===== src/design/rhs_pkg.sv =====
`timescale 1ns / 1ps
`default_nettype none

package rhs_pkg;

    localparam int unsigned CH_W       = 8;
    localparam int unsigned Q_W        = 8;
    localparam int unsigned N_W        = 11;
    localparam int unsigned HUE_NUM_W  = 19;
    localparam int unsigned HUE_DVS_W  = 11;
    localparam int unsigned SAT_NUM_W  = 16;
    localparam int unsigned SAT_DVS_W  = 8;
    localparam int unsigned HUE_MAX    = 254;
    localparam int unsigned SCALE      = 254;
    localparam int unsigned SECTORS    = 6;

    typedef enum logic [1:0] {
        SEC_RED   = 2'd0,
        SEC_GREEN = 2'd1,
        SEC_BLUE  = 2'd2
    } t_sector;

    typedef struct packed {
        logic [HUE_NUM_W-1:0] hue_rem;
        logic [HUE_DVS_W-1:0] hue_dvs;
        logic [Q_W-1:0]       hue_q;
        logic [SAT_NUM_W-1:0] sat_rem;
        logic [SAT_DVS_W-1:0] sat_dvs;
        logic [Q_W-1:0]       sat_q;
    } t_div;

endpackage

`default_nettype wire


===== src/design/rhs_front.sv =====
`timescale 1ns / 1ps
`default_nettype none

module rhs_front import rhs_pkg::*; (
    input  wire logic            i_clk,
    input  wire logic            i_rst_n,
    input  wire logic            i_en,
    input  wire logic            i_valid,
    input  wire logic [CH_W-1:0] i_red,
    input  wire logic [CH_W-1:0] i_green,
    input  wire logic [CH_W-1:0] i_blue,
    output logic                 o_valid,
    output t_div                 o_div
);

    // stage 1: max, min and sector
    logic [CH_W-1:0] w_mx;
    logic [CH_W-1:0] w_mn;
    t_sector         w_sec;

    logic            r_s1_valid;
    logic [CH_W-1:0] r_s1_red;
    logic [CH_W-1:0] r_s1_green;
    logic [CH_W-1:0] r_s1_blue;
    logic [CH_W-1:0] r_s1_mx;
    logic [CH_W-1:0] r_s1_mn;
    t_sector         r_s1_sec;

    always_comb begin
        w_mx = i_red;
        w_mn = i_red;
        if (i_green > w_mx) w_mx = i_green;
        if (i_blue > w_mx)  w_mx = i_blue;
        if (i_green < w_mn) w_mn = i_green;
        if (i_blue < w_mn)  w_mn = i_blue;
        if (i_red >= i_green && i_red >= i_blue) begin
            w_sec = SEC_RED;
        end else if (i_green >= i_blue) begin
            w_sec = SEC_GREEN;
        end else begin
            w_sec = SEC_BLUE;
        end
    end

    always_ff @(posedge i_clk) begin
        if (!i_rst_n) begin
            r_s1_valid <= 1'b0;
        end else if (i_en) begin
            r_s1_valid <= i_valid;
        end
    end

    always_ff @(posedge i_clk) begin
        if (i_en) begin
            r_s1_red   <= i_red;
            r_s1_green <= i_green;
            r_s1_blue  <= i_blue;
            r_s1_mx    <= w_mx;
            r_s1_mn    <= w_mn;
            r_s1_sec   <= w_sec;
        end
    end

    // stage 2: delta and sector numerator
    logic [CH_W-1:0] w_d;
    logic [N_W-1:0]  w_d11;
    logic [N_W-1:0]  w_n;
    logic            r_s2_valid;
    logic [CH_W-1:0] r_s2_d;
    logic [N_W-1:0]  r_s2_n;
    logic [CH_W-1:0] r_s2_mx;

    always_comb begin
        w_d   = r_s1_mx - r_s1_mn;
        w_d11 = N_W'(w_d);
        case (r_s1_sec)
            SEC_RED: begin
                if (r_s1_green >= r_s1_blue) begin
                    w_n = N_W'(r_s1_green) - N_W'(r_s1_blue);
                end else begin
                    w_n = w_d11 * N_W'(SECTORS) - (N_W'(r_s1_blue) - N_W'(r_s1_green));
                end
            end
            SEC_GREEN: w_n = (w_d11 << 1) + N_W'(r_s1_blue) - N_W'(r_s1_red);
            SEC_BLUE:  w_n = (w_d11 << 2) + N_W'(r_s1_red) - N_W'(r_s1_green);
            default:   w_n = '0;
        endcase
    end

    always_ff @(posedge i_clk) begin
        if (!i_rst_n) begin
            r_s2_valid <= 1'b0;
        end else if (i_en) begin
            r_s2_valid <= r_s1_valid;
        end
    end

    always_ff @(posedge i_clk) begin
        if (i_en) begin
            r_s2_d  <= w_d;
            r_s2_n  <= w_n;
            r_s2_mx <= r_s1_mx;
        end
    end

    // stage 3: dividends and divisors
    logic            r_s3_valid;
    t_div            n_s3_div;
    t_div            r_s3_div;

    always_comb begin
        // floor((508n + 6d) / 12d) reduces to floor((254n + 3d) / 6d)
        n_s3_div.hue_q = '0;
        n_s3_div.sat_q = '0;
        if (r_s2_d == '0) begin
            n_s3_div.hue_rem = '0;
            n_s3_div.hue_dvs = HUE_DVS_W'(1);
        end else begin
            n_s3_div.hue_rem = HUE_NUM_W'(r_s2_n) * HUE_NUM_W'(SCALE)
                             + HUE_NUM_W'(r_s2_d) * HUE_NUM_W'(SECTORS / 2);
            n_s3_div.hue_dvs = HUE_DVS_W'(r_s2_d) * HUE_DVS_W'(SECTORS);
        end
        n_s3_div.sat_rem = SAT_NUM_W'(r_s2_d) * SAT_NUM_W'(SCALE);
        // black pixel: dividend is zero, keep the divisor nonzero
        n_s3_div.sat_dvs = (r_s2_mx == '0) ? SAT_DVS_W'(1) : r_s2_mx;
    end

    always_ff @(posedge i_clk) begin
        if (!i_rst_n) begin
            r_s3_valid <= 1'b0;
        end else if (i_en) begin
            r_s3_valid <= r_s2_valid;
        end
    end

    always_ff @(posedge i_clk) begin
        if (i_en) begin
            r_s3_div <= n_s3_div;
        end
    end

    assign o_valid = r_s3_valid;
    assign o_div   = r_s3_div;

endmodule

`default_nettype wire


===== src/design/rhs_div_stage.sv =====
`timescale 1ns / 1ps
`default_nettype none

module rhs_div_stage import rhs_pkg::*; #(
    parameter int unsigned BIT = 0
) (
    input  wire logic i_clk,
    input  wire logic i_rst_n,
    input  wire logic i_en,
    input  wire logic i_valid,
    input  wire t_div i_div,
    output logic      o_valid,
    output t_div      o_div
);

    logic [HUE_NUM_W-1:0] w_hue_sh;
    logic [SAT_NUM_W-1:0] w_sat_sh;
    t_div                 n_div;
    logic                 r_valid;
    t_div                 r_div;

    // one restoring step for both quotients
    always_comb begin
        w_hue_sh = HUE_NUM_W'(i_div.hue_dvs) << BIT;
        w_sat_sh = SAT_NUM_W'(i_div.sat_dvs) << BIT;
        n_div    = i_div;
        if (i_div.hue_rem >= w_hue_sh) begin
            n_div.hue_rem    = i_div.hue_rem - w_hue_sh;
            n_div.hue_q[BIT] = 1'b1;
        end
        if (i_div.sat_rem >= w_sat_sh) begin
            n_div.sat_rem    = i_div.sat_rem - w_sat_sh;
            n_div.sat_q[BIT] = 1'b1;
        end
    end

    always_ff @(posedge i_clk) begin
        if (!i_rst_n) begin
            r_valid <= 1'b0;
        end else if (i_en) begin
            r_valid <= i_valid;
        end
    end

    always_ff @(posedge i_clk) begin
        if (i_en) begin
            r_div <= n_div;
        end
    end

    assign o_valid = r_valid;
    assign o_div   = r_div;

endmodule

`default_nettype wire


===== src/design/rgb_to_hue_saturation_top.sv =====
`timescale 1ns / 1ps
`default_nettype none

// RGB pixel to hue and saturation, both on a 0..254 scale (hue 0 for grey,
// saturation 0 for grey or black). One pixel per clock is accepted; the pipe
// has three front stages (max/min/sector, then delta and sector
// numerator, then dividends and divisors) followed by eight
// restoring-division stages, one quotient bit each, that compute hue and
// saturation side by side. The whole pipe advances together and holds when
// the result register is full and not taken, so o_ready is high whenever
// the output is empty or being taken.
module rgb_to_hue_saturation_top import rhs_pkg::*; (
    input  wire logic            i_clk,
    input  wire logic            i_rst_n,
    input  wire logic            i_valid,
    output logic                 o_ready,
    input  wire logic [CH_W-1:0] i_red,
    input  wire logic [CH_W-1:0] i_green,
    input  wire logic [CH_W-1:0] i_blue,
    output logic                 o_valid,
    input  wire logic            i_ready,
    output logic [Q_W-1:0]       o_hue,
    output logic [Q_W-1:0]       o_saturation
);

    logic w_en;
    logic w_vld [Q_W+1];
    t_div w_div [Q_W+1];

    assign w_en    = !w_vld[Q_W] || i_ready;
    assign o_ready = w_en;

    rhs_front u_front (
        .i_clk   (i_clk),
        .i_rst_n (i_rst_n),
        .i_en    (w_en),
        .i_valid (i_valid),
        .i_red   (i_red),
        .i_green (i_green),
        .i_blue  (i_blue),
        .o_valid (w_vld[0]),
        .o_div   (w_div[0])
    );

    for (genvar gi = 0; gi < Q_W; gi++) begin : g_div
        rhs_div_stage #(
            .BIT (Q_W - 1 - gi)
        ) u_stage (
            .i_clk   (i_clk),
            .i_rst_n (i_rst_n),
            .i_en    (w_en),
            .i_valid (w_vld[gi]),
            .i_div   (w_div[gi]),
            .o_valid (w_vld[gi+1]),
            .o_div   (w_div[gi+1])
        );
    end

    assign o_valid      = w_vld[Q_W];
    assign o_hue        = w_div[Q_W].hue_q;
    assign o_saturation = w_div[Q_W].sat_q;

    // a finished division leaves less than one divisor behind
    a_hue_rem: assert property (@(posedge i_clk) disable iff (!i_rst_n)
        o_valid |-> (w_div[Q_W].hue_rem < HUE_NUM_W'(w_div[Q_W].hue_dvs)))
        else $error("hue remainder not below divisor");

    a_sat_rem: assert property (@(posedge i_clk) disable iff (!i_rst_n)
        o_valid |-> (w_div[Q_W].sat_rem < SAT_NUM_W'(w_div[Q_W].sat_dvs)))
        else $error("saturation remainder not below divisor");

    a_hue_range: assert property (@(posedge i_clk) disable iff (!i_rst_n)
        o_valid |-> (o_hue <= Q_W'(HUE_MAX)))
        else $error("hue above full scale");

    a_sat_range: assert property (@(posedge i_clk) disable iff (!i_rst_n)
        o_valid |-> (o_saturation <= Q_W'(SCALE)))
        else $error("saturation above full scale");

endmodule

`default_nettype wire


===== config.mk =====
export PLATFORM = sky130hd
export DESIGN_NAME = rgb_to_hue_saturation_top
export DESIGN_NICKNAME = d
export VERILOG_FILES = /design/src/design/rhs_pkg.sv /design/src/design/rhs_front.sv /design/src/design/rhs_div_stage.sv /design/src/design/rgb_to_hue_saturation_top.sv
export SDC_FILE = /design/constraint.sdc
export NUM_CORES = 1
export LEC_CHECK = 0
export ABC_AREA = 1
export BUFFER_PORTS_ARGS = -buffer_cell sky130_fd_sc_hd__buf_2
export CAP_MARGIN = 10
export CORE_AREA = 2 2 376 285
export DETAILED_ROUTE_END_ITERATION = 12
export DIE_AREA = 0 0 378 287
export PLACE_DENSITY_LB_ADDON = 0.08
export SYNTH_ARGS = -nofsm -noshare
export SYNTH_HDL_FRONTEND = slang
export SYNTH_SLANG_ARGS = --single-unit

===== constraint.sdc =====
create_clock -name i_clk -period 38.8 [get_ports i_clk]
set_clock_uncertainty 0.2 [all_clocks]
set_input_delay 9.7 -clock i_clk [delete_from_list [all_inputs] [get_ports i_clk]]
set_output_delay 9.7 -clock i_clk [all_outputs]
set_load 0.03 [all_outputs]

==> results of run 1 <==
## metrics by stage
step	hold slack, ps	util
after floorplan	200	-
after global placement	201	0.366
after detailed placement	205	0.366
after CTS	204	0.387
after global routing	218	0.387
final	212	0.387
## final timing paths
path / startpoint / endpoint / slack, ps
worst min-delay path: g_div[2].u_stage.o_div[37] / g_div[3].u_stage.o_div[37] / 210
worst max register to register: u_front.r_s2_n[2] / u_front.o_div[66] / 33070
worst max-delay path: i_ready / o_ready / 18080
worst min register to register: g_div[2].u_stage.o_div[37] / g_div[3].u_stage.o_div[37] / 210
## placed cells by master, fill, tap and decap left out, drive strengths merged, types with 2 or more instances in the layout
master,count
a21boi,11
buf,56
o221ai,7
bufinv,6
or2,17
edfxtp,557
nand4,38
nor4,16
a21o,18
o211ai,9
xnor2,72
clkbuf,88
nand3b,13
xor2,110
o311ai,4
o21a,9
o21bai,17
and3,3
and2,5
ha,340
nor2,257
o21ai,245
dfxtp,11
o2111ai,9
fa,95
a31oi,25
o221a,2
nand3,126
inv,693
a21oi,265
o31ai,8
clkinv,21
nor3,41
a211oi,14
o22ai,3
nand2,663
## metal layers
layer  part of all wire  wire length (µm)  vias up  GRT usage
met4              0.023              1840        0     0.0395
met3              0.030              2390      100     0.0241
met1               0.53             42100    11244      0.224
met2               0.42             33500      304      0.230
li1                   -                 -    12812          -
met5                  0                 0        -          0
## area by class of cell
type,count,area (µm²),share of cell area
tap,1417,1770,0.0438
sequential,568,16900,0.419
multi-input combinational,2453,16600,0.411
clock buffer,88,1800,0.0444
timing repair buffer,56,320,0.00792
clock inverter,31,378,0.00934
inverter,690,2600,0.0643
## flip-flops by register name, summed over array words and instances, names as in the netlist, 2 cells and up
register / cells
u_front.r_s1_red: 8
u_front.r_s2_n: 11
g_div.u_stage.o_valid: 8
u_front.r_s1_sec: 2
u_front.r_s1_green: 8
u_front.r_s1_blue: 8
u_front.r_s2_d: 8
u_front.r_s2_mx: 8
u_front.r_s1_mn: 8
u_front.r_s1_mx: 8
u_front.o_div: 52
g_div.u_stage.o_div: 436
## logic make-up (layout without fill, tap and decap cells)
group | count (synthesis) | count (layout)
compound gates | 652 | 652
xor+xnor | 182 | 182
fa+ha+maj | 435 | 435
buf+inv | 732 | 865
flops | 568 | 568
mux | 1 | 1
simple gates | 1183 | 1183
==> impl_results.md, run 1 <==
* Antenna diodes at 0
* Hold Crit Depth at 0
* FP Rows at 103
* Largest net degree at the start of global routing at roughly 190
* Vias per inst at 4.61
* Final setup TNS at 0 ps
* Initial core utilization at 0.349
* Hold-fix buffers at CTS at 0
* Fin crit share at 0.534
* All-Layer GR Usage at 0.152
* Rel. slew slack at 0.284
* Die Width at 378 µm
* DRT Wirelength at 79800 µm
* Synth Area in Adders at 0.169
* Crit path top cell by count: buf_2
* Crit path required time at 28900 ps
* Routed Antenna Nets at 0
* Post-CTS Resized at 0
* Vias in the first global route at 24456
* Run status: finished clean
* CP cell instances: buf_2, nor2_1, buf_4, inv_8, buf_2
* Top FF cell, synth: edfxtp_1
* Area grow syn2layout at 10.9%
* H-tree Lvls at 3
* Final std cells w/o fill at 5303
* Crit path max fanout at 78
* Crit. path cell count at 5
* Endpoints failing setup at 0
* Longest Clk Path Bufs at 3
* Leading area contributor after synthesis: edfxtp_1
* Final hold violations at 0
* Worst skew pair latency at 650 ps
* Detail Placement HPWL at 61800 µm
* Post-Syn Nets at around 4200
* Max-slew violation count at 0
* Clock Tree Root: clkbuf_16
* Post-synthesis xor/xnor area fraction at 0.0437
* Min cycle time layout at between 20000 and 25000 ps
* Seq/Total Area, Yosys at 0.464
* CP top delay family: buffers and inverters
* Post-Syn Area at roughly 36000 µm²
* # nets final at 4300
* Share of cells above drive strength 1 at 0.0669
* Synth Area in Compound Gates at 0.104
* Residual DRC at 0
* Worst setup path class: in2out
* DIE HEIGHT at around 290 µm
* Max-Cap Viols at 0
* Die footprint at 108000 µm²
* Unrepaired setup endpoints after global routing: false
* Total vias in the final route at 24460
* Synth cell types at between 70 and 80
* Final worst slack at 18080 ps
* WL per Instance at 15.1 µm
* Largest family of logic cells by synthesized area: adder cells
* Pre-CTS setup slack at 18060 ps
* YS warnings at 0
* Crit path DAT at 10820 ps
* Synth async-reset ratio at 0
* Top-area cell type share of the netlist area at 0.458
* Fillers at 10569
* Slew @ Worst Pin at 1070 ps
* Cell count after placement at 5184
* FMAX at approximately 48 MHz
* Synthesized flop and latch total at 568
* IO Pins at between 40 and 50
* Reg2Reg Depth at 23
* Startpoint class of the critical path: input pin
* Mapped Cells at 3753
* Finished Cell Area at 40500 µm²
* Critical path capture point type: primary output
* Core region area at 105000 µm²
* IO Port Bufs at 45
* Top-count cell post-synth: inv_1
* Number of synthesized flops with an enable pin at 557
* Critical path buffers and inverters at 4
* Clock sink total at 568
* Min-delay worst type: reg2reg
* Post-synthesis mux area share at 0.000309
* Simple-gate share of the synthesized area at 0.139
* Crit-path slowest cell: inv_8
* Reg clk slew, reported paths at 50 ps
* Avg Cell Area, Syn at 9.72 µm²
* Commonest cells in the netlist: inv_1, nand2_1, edfxtp_1, ha_1, a21oi_1
* Placed Area at 38300 µm²
* Max incr delay on CP at 380 ps
* Global route overflow at 0
* Global-route wire length before repair at 132000 µm
* Initial antenna violation count at 0
* Post-CTS setup buffer count at 0
* Final GP Congestion at 0.818
* Pre-antenna DRT Iters at 7
* Top post-synthesis cells by area: edfxtp_1, ha_1, inv_1, nand2_1, fa_1
* TritonCTS clock tree: yes
* CTS buffer count at 68
* Initial DRC count at 1438
Power of run 1 is left out: the tool's default activity adds up to more than one toggle a clock period on the data nets, which glitch-free logic cannot reach.
==> run 2, diff against run 1 <==
==> constraint.sdc (replaced) <==
create_clock -name i_clk -period 21.2 [get_ports i_clk]
set_clock_uncertainty 0.2 [all_clocks]
set_input_delay 5.3 -clock i_clk [delete_from_list [all_inputs] [get_ports i_clk]]
set_output_delay 5.3 -clock i_clk [all_outputs]
set_load 0.03 [all_outputs]
==> run 2 against run 1 <==
  * Critical endpoint unchanged
  * Via count fell by 0.50%
  * Sequential share of layout area is essentially flat
  * Worst hold slack lost 16 ps
  * Global-route usage down 0.060 points
  * Setup slack worse by 9400 ps
  * Core utilization barely moved
  * Largest cell class unchanged
==> impl_results.md, run 2 (same netlist as run 1, synthesis figures left out) <==
* H-tree Lvls at 3 (unchanged)
* Clock Tree Root: clkbuf_16
* Unrepaired setup endpoints after global routing: false
* Min-delay src: g_div[2].u_stage.o_div[37]
* Endpoints failing setup at 0 (unchanged)
* Longest Clk Path Bufs at 3 (unchanged)
* CTS buffer count at 67 (-1.5%)
* Share of cells above drive strength 1 at 0.0664 (-0.000515)
* Hold-fix buffers at CTS at 0 (unchanged)
* Min cycle time layout at ~13000 ps
* Crit path required time at 15700 ps (-13200 ps)
* Routed Antenna Nets at 0 (unchanged)
* Vias in the first global route at 24134 (-1.3%)
* Critical path capture point type: primary output
* Final hold violations at 0 (unchanged)
* Post-CTS setup buffer count at 0 (unchanged)
* Global route overflow at 0 (unchanged)
* Run status: finished clean
* Multi-input gate area at 16600 µm² (unchanged)
* Crit path max fanout at 101 (+29%)
* Die Width at 378 µm (unchanged)
* FMAX at 79.8 MHz
* Worst R2R Start: u_front.r_s2_n[4]
* Die footprint at 108000 µm² (unchanged)
* Max-Cap Viols at 0 (unchanged)
* Fillers at 10549 (-0.19%)
* Initial DRC count at 1403 (-2.4%)
* Final GP Congestion at 0.821 (+0.27%)
* Reg area at 16900 µm² (unchanged)
* Rel. slew slack at 0.284 (-0.000315)
* Crit. Startpoint: i_ready
* Fin crit share at 0.591
* Core region area at 105000 µm² (unchanged)
* Largest register FFs at 436 (unchanged)
* Post-CTS Resized at 0 (unchanged)
* Worst setup path class: in2out
* Slew @ Worst Pin at 1070 ps (+7.63 ps)
* FP Rows at 103 (unchanged)
* Detail Placement HPWL at 62100 µm (+0.50%)
* Reg2Reg Depth at 23 (unchanged)
* Initial antenna violation count at 0 (unchanged)
* IO Port Bufs at 45 (unchanged)
* Initial core utilization at 0.349 (unchanged)
* Commonest non-fill, non-tap cell in the layout: inv_1
* Total vias in the final route at 24337 (-0.50%)
* TritonCTS clock tree: yes
* Worst skew pair latency at 630 ps (-20 ps)
* Max layer used: met4
* DIE HEIGHT at 287 µm (unchanged)
* Area grow syn2layout at 10.8%
* DRT Wirelength at 80000 µm (+0.20%)
* IO Pins at 46 (unchanged)
* # nets final at 4297 (-0.070%)
* Routed length on met2 at 33700 µm (+0.64%)
* Min-delay worst type: reg2reg
* Hold Crit Depth at 0 (unchanged)
* Crit path DAT at 7030 ps (-3790 ps)
* Residual DRC at 0 (unchanged)
* WL met3 at 2640 µm (+11%)
* Reg clk slew, reported paths at 60 ps (about the same)
* Met1 WL at 42000 µm (-0.10%)
* Vias per inst at 4.59 (-0.50%)
* Global-route wire length before repair at 131000 µm (-0.46%)
* Pre-antenna DRT Iters at 7 (unchanged)
* All-Layer GR Usage at 0.151 (-0.000604)
* Largest net degree at the start of global routing at 191 (+1.6%)
* WL per Instance at 15.1 µm (+0.20%)
* Startpoint class of the critical path: input pin
* Antenna diodes at 0 (unchanged)
* Clock sink total at 568 (unchanged)
* Most frequent cells in the layout: inv_1, nand2_1, edfxtp_1, ha_1, a21oi_1
* Max-slew violation count at 0 (unchanged)
* Final setup TNS at 0 ps (unchanged)
-- run 2: cell types whose count changed in the layout (fill, tap and decap cells not counted), sizes merged --
cell,change
buf,-2
bufinv,-1
clkbuf,-6
clkinv,+9
clkinvlp,+3
inv,-3
-- run 2: layer usage --
metal  vias to the layer above  GRT usage
li1                      12818          -
met2                       301      0.229
met5                         -          0
met4                         0     0.0349
met3                        93     0.0247
met1                     11125      0.225
-- run 2: final cells by class --
cell class                 instances  area share
clock inverter                    39     0.00864
multi-input combinational       2453       0.412
sequential                       568       0.419
timing repair buffer              54     0.00755
tap                             1417      0.0439
clock buffer                      82      0.0445
inverter                         690      0.0644
-- run 2: path summary, 6_finish.rpt --
check,slack [ps],to
worst min register to register,200,g_div[3].u_stage.o_div[37]
worst min-delay path,200,g_div[3].u_stage.o_div[37]
worst max register to register,15480,u_front.o_div[66]
worst max-delay path,8670,o_ready
-- run 2: critical path, cell delays in order --
cell and delay (ps):
buf_2 100, nor2_1 720, inv_8 450, buf_2 370
-- run 2: through the flow --
step	hold WS (ps)	utilization	std cells	worst slack (ps)	area, µm²
after CTS	186	0.386	5303	8680	40400
final	196	0.386	5303	8670	40400
after detailed placement	205	0.366	5182	8680	38300
after global routing	212	0.386	5303	8450	40400
after floorplan	200	-	3753	3200	36500
after global placement	201	0.366	5182	8720	38300
Power of run 2 is left out for the same reason.
